File: config.mk
export PLATFORM = sky130hd
export DESIGN_NAME = insertion_sort_engine
export DESIGN_NICKNAME = d
export VERILOG_FILES = /design/src/hw/rtl/isort_pkg.sv /design/src/hw/rtl/isort_ram.sv /design/src/hw/rtl/isort_ctrl.sv /design/src/hw/rtl/isort_dp.sv /design/src/hw/rtl/insertion_sort_engine.sv
export VERILOG_INCLUDE_DIRS = /design/src /design/src/hw/rtl
export SDC_FILE = /design/constraint.sdc
export NUM_CORES = 1
export LEC_CHECK = 0
export BUFFER_PORTS_ARGS = -buffer_cell sky130_fd_sc_hd__buf_4
export CORE_MARGIN = 4
export CORE_UTILIZATION = 62
export CTS_BUF_LIST = sky130_fd_sc_hd__clkbuf_8
export DETAILED_ROUTE_END_ITERATION = 8
export HOLD_SLACK_MARGIN = 0.1
export PLACE_DENSITY = 0.85
export RECOVER_POWER = 25
export SYNTH_ARGS = -nofsm -noshare
export SYNTH_HDL_FRONTEND = slang
export SYNTH_SLANG_ARGS = --single-unit
File: constraint.sdc
create_clock -name clk -period 6.5 [get_ports clk]
set_clock_uncertainty 0.15 [all_clocks]
set_input_delay 0.975 -clock clk [delete_from_list [all_inputs] [get_ports clk]]
set_output_delay 0.975 -clock clk [all_outputs]
set_load 0.02 [all_outputs]
File: src/hw/rtl/assert_macros.svh
// assertion macros shared by the rtl files
// no dependencies; define ASSERT_OFF to compile the checks away
`ifndef ASSERT_MACROS_SVH
`define ASSERT_MACROS_SVH
`ifndef ASSERT_OFF
// property must hold at every clock edge outside reset
`define ASSERT_HOLDS(lbl, clk, rst, prop) \
  lbl: assert property (@(posedge clk) disable iff (rst) prop) \
    else $error("assertion failed");
// expression must never be true outside reset
`define ASSERT_NEVER(lbl, clk, rst, expr) \
  lbl: assert property (@(posedge clk) disable iff (rst) !(expr)) \
    else $error("forbidden condition seen");
`else
`define ASSERT_HOLDS(lbl, clk, rst, prop)
`define ASSERT_NEVER(lbl, clk, rst, expr)
`endif
`endif

File: src/hw/rtl/isort_pkg.sv
// shared types and constants of the insertion sort engine
// no dependencies
package isort_pkg;

  localparam int DATA_W        = 32;
  localparam int DEPTH_DEFAULT = 16;

  // commands from the controller to the datapath
  typedef struct packed {
    logic load;     // latch the incoming transaction
    logic drop;     // store full, note the discarded value
    logic rd_prev;  // read the entry below the insert position
    logic shift;    // move the entry up one place, read the next one down
    logic place;    // write the new value at the insert position
    logic emit_rd;  // read the next entry of the sorted run
    logic clear;    // end of run, empty the store
  } cmd_t;

  // status from the datapath to the controller
  typedef struct packed {
    logic full;
    logic last;
    logic pos_zero;
    logic pos_one;
    logic greater;
    logic emit_end;
  } sts_t;

endpackage

File: src/hw/rtl/isort_ram.sv
// generic simple dual port ram, one write and one registered read port
// no dependencies
module isort_ram #(
  parameter int WIDTH = 32,
  parameter int DEPTH = 16
) (
  input  logic                     clk,
  input  logic                     we,
  input  logic [$clog2(DEPTH)-1:0] waddr,
  input  logic [WIDTH-1:0]         wdata,
  input  logic                     re,
  input  logic [$clog2(DEPTH)-1:0] raddr,
  output logic [WIDTH-1:0]         rdata
);

  logic [WIDTH-1:0] mem [DEPTH];

  always_ff @(posedge clk) begin
    if (we) begin
      mem[waddr] <= wdata;
    end
    if (re) begin
      rdata <= mem[raddr];
    end
  end

endmodule

File: src/hw/rtl/isort_ctrl.sv
// controller state machine of the insertion sort engine
// depends on isort_pkg
module isort_ctrl import isort_pkg::*; (
  input  logic clk,
  input  logic rst,
  input  logic start,
  input  sts_t sts,
  output cmd_t cmd,
  output logic busy
);

  localparam logic [2:0] S_IDLE  = 3'd0;
  localparam logic [2:0] S_TEST  = 3'd1;
  localparam logic [2:0] S_CMP   = 3'd2;
  localparam logic [2:0] S_PLACE = 3'd3;
  localparam logic [2:0] S_EMIT  = 3'd4;

  logic [2:0] state;
  logic [2:0] state_next;

  always_ff @(posedge clk) begin
    if (rst) begin
      state <= S_IDLE;
    end else begin
      state <= state_next;
    end
  end

  assign busy = (state != S_IDLE);

  always_comb begin
    cmd        = '0;
    state_next = state;
    unique case (state)
      S_IDLE: begin
        if (start) begin
          cmd.load   = 1'b1;
          state_next = S_TEST;
        end
      end
      S_TEST: begin
        priority if (sts.full) begin
          cmd.drop   = 1'b1;
          state_next = sts.last ? S_EMIT : S_IDLE;
        end else if (sts.pos_zero) begin
          state_next = S_PLACE;
        end else begin
          cmd.rd_prev = 1'b1;
          state_next  = S_CMP;
        end
      end
      S_CMP: begin
        if (sts.greater) begin
          cmd.shift  = 1'b1;
          state_next = sts.pos_one ? S_PLACE : S_CMP;
        end else begin
          state_next = S_PLACE;
        end
      end
      S_PLACE: begin
        cmd.place  = 1'b1;
        state_next = sts.last ? S_EMIT : S_IDLE;
      end
      S_EMIT: begin
        cmd.emit_rd = 1'b1;
        if (sts.emit_end) begin
          cmd.clear  = 1'b1;
          state_next = S_IDLE;
        end
      end
      default: begin
        state_next = S_IDLE;
      end
    endcase
  end

endmodule

File: src/hw/rtl/isort_dp.sv
// datapath of the insertion sort engine: element store, pointers, output stage
// depends on isort_pkg and isort_ram
module isort_dp import isort_pkg::*; #(
  parameter int DEPTH = DEPTH_DEFAULT
) (
  input  logic                     clk,
  input  logic                     rst,
  input  logic signed [DATA_W-1:0] value,
  input  logic                     last_in,
  input  cmd_t                     cmd,
  output sts_t                     sts,
  output logic                     result_strobe,
  output logic signed [DATA_W-1:0] sorted_value,
  output logic                     last_out,
  output logic                     dropped
);

  localparam int AW = $clog2(DEPTH);
  localparam int CW = $clog2(DEPTH + 1);

  logic signed [DATA_W-1:0] v;
  logic                     last_flag;
  logic [AW-1:0]            pos;
  logic [AW-1:0]            k;
  logic [CW-1:0]            count;
  logic                     overflow;
  logic                     strobe;
  logic                     out_last;
  logic                     out_dropped;

  logic                     ram_we;
  logic [AW-1:0]            ram_waddr;
  logic [DATA_W-1:0]        ram_wdata;
  logic                     ram_re;
  logic [AW-1:0]            ram_raddr;
  logic [DATA_W-1:0]        ram_rdata;

  isort_ram #(
    .WIDTH (DATA_W),
    .DEPTH (DEPTH)
  ) u_store (
    .clk   (clk),
    .we    (ram_we),
    .waddr (ram_waddr),
    .wdata (ram_wdata),
    .re    (ram_re),
    .raddr (ram_raddr),
    .rdata (ram_rdata)
  );

  // shift writes the entry read last cycle one place up
  assign ram_we    = cmd.shift | cmd.place;
  assign ram_waddr = pos;
  assign ram_wdata = cmd.shift ? ram_rdata : v;
  assign ram_re    = cmd.emit_rd | cmd.shift | cmd.rd_prev;

  always_comb begin
    priority if (cmd.emit_rd) begin
      ram_raddr = k;
    end else if (cmd.shift) begin
      ram_raddr = pos - AW'(2);
    end else begin
      ram_raddr = pos - AW'(1);
    end
  end

  assign sts.full     = (count == CW'(DEPTH));
  assign sts.last     = last_flag;
  assign sts.pos_zero = (pos == '0);
  assign sts.pos_one  = (pos == AW'(1));
  assign sts.greater  = ($signed(ram_rdata) > v);
  assign sts.emit_end = ((CW'(k) + CW'(1)) == count);

  always_ff @(posedge clk) begin
    if (cmd.load) begin
      v         <= value;
      last_flag <= last_in;
      pos       <= count[AW-1:0];
    end else if (cmd.shift) begin
      pos <= pos - AW'(1);
    end
    if (cmd.emit_rd) begin
      out_last    <= sts.emit_end;
      out_dropped <= overflow;
    end
  end

  always_ff @(posedge clk) begin
    if (rst) begin
      count    <= '0;
      overflow <= 1'b0;
      k        <= '0;
      strobe   <= 1'b0;
    end else begin
      strobe <= cmd.emit_rd;
      if (cmd.place) begin
        count <= count + CW'(1);
      end
      if (cmd.drop) begin
        overflow <= 1'b1;
      end
      if (cmd.emit_rd) begin
        k <= k + AW'(1);
      end
      if (cmd.clear) begin
        count    <= '0;
        overflow <= 1'b0;
        k        <= '0;
      end
    end
  end

  assign result_strobe = strobe;
  assign sorted_value  = $signed(ram_rdata);
  assign last_out      = out_last;
  assign dropped       = out_dropped;

endmodule

File: src/hw/rtl/insertion_sort_engine.sv
// top level of the insertion sort engine: controller plus datapath
// depends on isort_pkg, isort_ctrl, isort_dp, isort_ram and assert_macros.svh
//
// channel  handshake                 payload
// input    start, busy               value, last_in
// result   result_strobe (no stall)  sorted_value, last_out, dropped
//
// a transaction is taken when start is high and busy is low
// insert: accept, test for room, compare and shift up each stored entry larger than the
// value until a smaller or equal entry ends the walk, then place; a full store drops it
// a transaction marked last_in then emits n results on consecutive cycles,
// the first in the cycle after the emit phase starts (registered ram read)
// rst is synchronous; it empties the store and clears the overflow flag
// results cannot be held off, so nothing inside ever waits on the receiver
`include "assert_macros.svh"

module insertion_sort_engine import isort_pkg::*; #(
  parameter int DEPTH = DEPTH_DEFAULT
) (
  input  logic                     clk,
  input  logic                     rst,
  input  logic                     start,
  output logic                     busy,
  input  logic signed [DATA_W-1:0] value,
  input  logic                     last_in,
  output logic                     result_strobe,
  output logic signed [DATA_W-1:0] sorted_value,
  output logic                     last_out,
  output logic                     dropped
);

  cmd_t cmd;  // controller to datapath
  sts_t sts;  // datapath to controller

  // sequencing: accept, test for room, walk down the store, place, emit
  isort_ctrl u_ctrl (
    .clk   (clk),
    .rst   (rst),
    .start (start),
    .sts   (sts),
    .cmd   (cmd),
    .busy  (busy)
  );

  // store is kept sorted at all times, so emitting is a plain upward read
  isort_dp #(
    .DEPTH (DEPTH)
  ) u_dp (
    .clk           (clk),
    .rst           (rst),
    .value         (value),
    .last_in       (last_in),
    .cmd           (cmd),
    .sts           (sts),
    .result_strobe (result_strobe),
    .sorted_value  (sorted_value),
    .last_out      (last_out),
    .dropped       (dropped)
  );

  // every result comes from a store read issued the cycle before
  `ASSERT_HOLDS(a_strobe_from_read, clk, rst, result_strobe |-> $past(cmd.emit_rd))
  // the end of a run is never followed directly by another result
  `ASSERT_HOLDS(a_run_ends, clk, rst, (result_strobe && last_out) |=> !result_strobe)
  // an accepted transaction always keeps the engine busy for the next cycle
  `ASSERT_HOLDS(a_accept_busy, clk, rst, (start && !busy) |=> busy)
  // only one store write source at a time
  `ASSERT_NEVER(a_one_writer, clk, rst, cmd.shift && cmd.place)

endmodule

==> impl_metrics.env <==
export IMPL_clock_latency_ns=0.67
export IMPL_hold_path_class="register to register"
export IMPL_globalplace_congestion=0.8120
export IMPL_io_buffers=71
export IMPL_power_mw=13.24
export IMPL_yosysMostFrequentCell="edfxtp_1"
export IMPL_layout_area_seq_um2=17790
export IMPL_boundaryPins=72
export IMPL_vias_per_cell=6.704
export IMPL_place_inst=2196
export IMPL_dpl_cell_area_um2=25890
export IMPL_die_w_um=207.2
export IMPL_rows=72
export IMPL_fin_nets=1850
export IMPL_final_cells=2360
export IMPL_setup_viol=0
export IMPL_ant_nets=0
export IMPL_synth_warnings=0
export IMPL_hold_viol=0
export IMPL_m1WireLength_um=22440
export IMPL_cts_tree="done"
export IMPL_initial_core_util_pct=63.18
export IMPL_core_area_um2=38920
export IMPL_htreeDepth=3
export IMPL_crit_required_ns=6.68
export IMPL_crit_type="register to register"
export IMPL_dr_pass1_iters=9
export IMPL_netlist_area_um2=24590
export IMPL_internal_power_mw=8.015
export IMPL_grt_start_max_net_pins=129
export IMPL_wl_met2_um=28890
export IMPL_max_slew_worst_pin_slew_ns=2.978
export IMPL_stdcell_area_um2=27310
export IMPL_die_h_um=207.2
export IMPL_drive_above_1_share_pct=12.66
export IMPL_path_max_fanout=18
export IMPL_synth_edff_count=583
export IMPL_seqPwrFrac_pct=39.6
export IMPL_vias=15822
export IMPL_place_ws_ns=1.451
export IMPL_drv_cap=9
export IMPL_period_needed_ns=5.742
export IMPL_route_top_layer_used="met4"
export IMPL_relSlewSlack_pct=-98.56
export IMPL_path_clk_slew_ns=0.06
export IMPL_drtIter0Drc=2083
export IMPL_synthDistinctLibCells=49
export IMPL_dp_hpwl_um=32710
export IMPL_ctsHoldBuffers=0
export IMPL_track_usage_pct=27.68
export IMPL_route_met3_wl_um=7012
export IMPL_antenna_found_initial=1
export IMPL_dieArea_um2=42910
export IMPL_synthTopCellsByCount="edfxtp_1, nand2_1, and2_1"
export IMPL_netSwitchingFraction_pct=39.45
export IMPL_violations="capacitance limit, slew limit"
export IMPL_ctsResizeCount=0
export IMPL_synth_seq_area_share_pct=72.34
export IMPL_end_kind="register"
export IMPL_syn_to_final_growth_pct=11.06
export IMPL_multi_input_area_um2=6270
export IMPL_cts_root_buffer="clkbuf_8"
export IMPL_clock_path_buffers=3
export IMPL_ys_async_sr_fraction_pct=0
export IMPL_leakage_nw=9.093
export IMPL_start_kind="register"
export IMPL_worstPathArrival_ns=5.92
export IMPL_power_per_cell_area_nw_per_um2=484.7
export IMPL_peakVddDrop_v=0.0004384
export IMPL_post_drt_wl_per_cell_um=25.83
export IMPL_whs_ns=0.2927
export IMPL_drt_wl_total_um=60970
export IMPL_clkPwrFrac_pct=21.7
export IMPL_grt_pass1_vias=15702
export IMPL_synth_top_area_share_pct=71.20
export IMPL_status="complete, but fails checks"
export IMPL_rsz0062_at_grt="false"
export IMPL_fin_tns_setup_ns=0
export IMPL_syn_nets=1764
export IMPL_period_share_pct=88.34
export IMPL_synth_largest_area_cell="edfxtp_1"
export IMPL_finalMaxSlewViolations=190
export IMPL_cts_setup_buffers=0
export IMPL_fin_ws_ns=0.7577
export IMPL_overflow=0
export IMPL_drc=0
export IMPL_grt_pass1_wl_um=91890
export IMPL_pwr_share_comb_pct=38.7
export IMPL_synth_ff_type="edfxtp_1"
export IMPL_n_fill_cell=2432
export IMPL_clock_sinks=597
export IMPL_syn_area_per_cell_um2=14.58
export IMPL_postSynthCellCount=1686
export IMPL_ys_seq_elements=597
export IMPL_switchingPower_mw=5.222
export IMPL_synth_area_leaders="edfxtp_1, a221oi_1, a311oi_1"
export IMPL_fmax_mhz=174.1
export IMPL_cts_buffers=92
export IMPL_final_util_pct=70.17
==> kinds of logic (layout without fill, tap and decap cells) <==
family                   after synthesis  count (layout)  synth area share, %
AND/OR/NAND/NOR                      524             524                10.18
multiplexers                          39              39                1.771
AO/OA/AOI/OAI                        308             308                10.45
other                                  0               1                    0
buffers and inverters                162             317                2.600
adder cells (fa/ha/maj)               42              42                2.137
flip-flops                           597             597                72.34
XOR/XNOR                              14              14               0.5292
==> layer usage <==
| metal | GRT usage, % | up-vias |
|---|---|---|
| met2 | 43.11 | 1132 |
| met5 | 0 | - |
| li1 | - | 6770 |
| met4 | 12.90 | 0 |
| met1 | 37.75 | 7725 |
| met3 | 6.278 | 195 |
==> final cells by class <==
cell class	instances	area share, %
timing repair buffer	111	2.841
tap	518	2.373
multi-input combinational	927	22.96
sequential	597	65.13
antenna	1	0.009163
clock buffer	95	4.788
clock inverter	68	1.306
inverter	43	0.5910
==> worst paths after layout <==
path	cells past startpoint	endpoint	slack [ns]	from
worst max-delay path	9	u_dp.u_store.mem[8][11]	0.76	u_dp.u_store.rdata[31]
worst min-delay path	0	u_dp.dropped	0.29	u_dp.overflow
worst max register to register	9	u_dp.u_store.mem[8][11]	0.76	u_dp.u_store.rdata[31]
worst min register to register	0	u_dp.dropped	0.29	u_dp.overflow
==> state kept, by name (all words and copies together), names as in the netlist <==
signal	count
u_dp.u_store.mem	512
u_dp.u_store.rdata	32
u_dp.v	32
u_dp.count	5
u_dp.k	4
u_dp.pos	4
u_ctrl.state	3
u_dp.dropped	1
u_dp.last_flag	1
u_dp.last_out	1
u_dp.overflow	1
u_dp.result_strobe	1
==> cells in the final DEF (no fill, tap or decap), types with 3 or more instances in the layout <==
cell type  synthesis  final
edfxtp_1         583    583
nand2_1          288    286
and2_1           131    131
a221oi_1         128    128
a311oi_1         128    128
clkbuf_8           0     95
inv_1             42     62
ha_1              42     42
clkbuf_1          96     42
or4_1             33     34
mux2_2            33     33
clkbuf_4           0     32
nor2_1            36     31
clkinv_1           1     31
buf_4              0     29
a21oi_1           23     22
dfxtp_1           14     14
nand4_1           11     11
o21ai_0           10     10
clkinv_2           0      9
buf_12             0      8
xnor2_1            7      7
xor2_1             6      6
nand3_1            8      5
nor3_1             5      5
mux2i_1            5      5
nor2_4             0      5
nor2b_1            3      3
nand2b_1           3      3
nand3_2            0      3
inv_6              0      3
==> power by group through the flow <==
stage	clock [mW]	combinational [mW]	sequential, mW
2_1_floorplan	0	3.29	5.33
3_3_place_gp	0	4.94	5.28
3_5_place_dp	0	5.11	5.29
4_1_cts	2.90	5.16	5.22
5_1_grt	3.09	5.48	5.25
6_report	2.87	5.13	5.24
==> critical path: stages, from the launching register on <==
cell and delay [ns]:
edfxtp_1 0.48, ha_1 0.40, nand4_1 0.25, or4_1 0.78, a32oi_1 0.35, o211ai_1 0.47, nand2_1 0.28, nand2_1 0.19
nor2_1 1.48, buf_4 0.54
(Power assumes the default switching activity.)
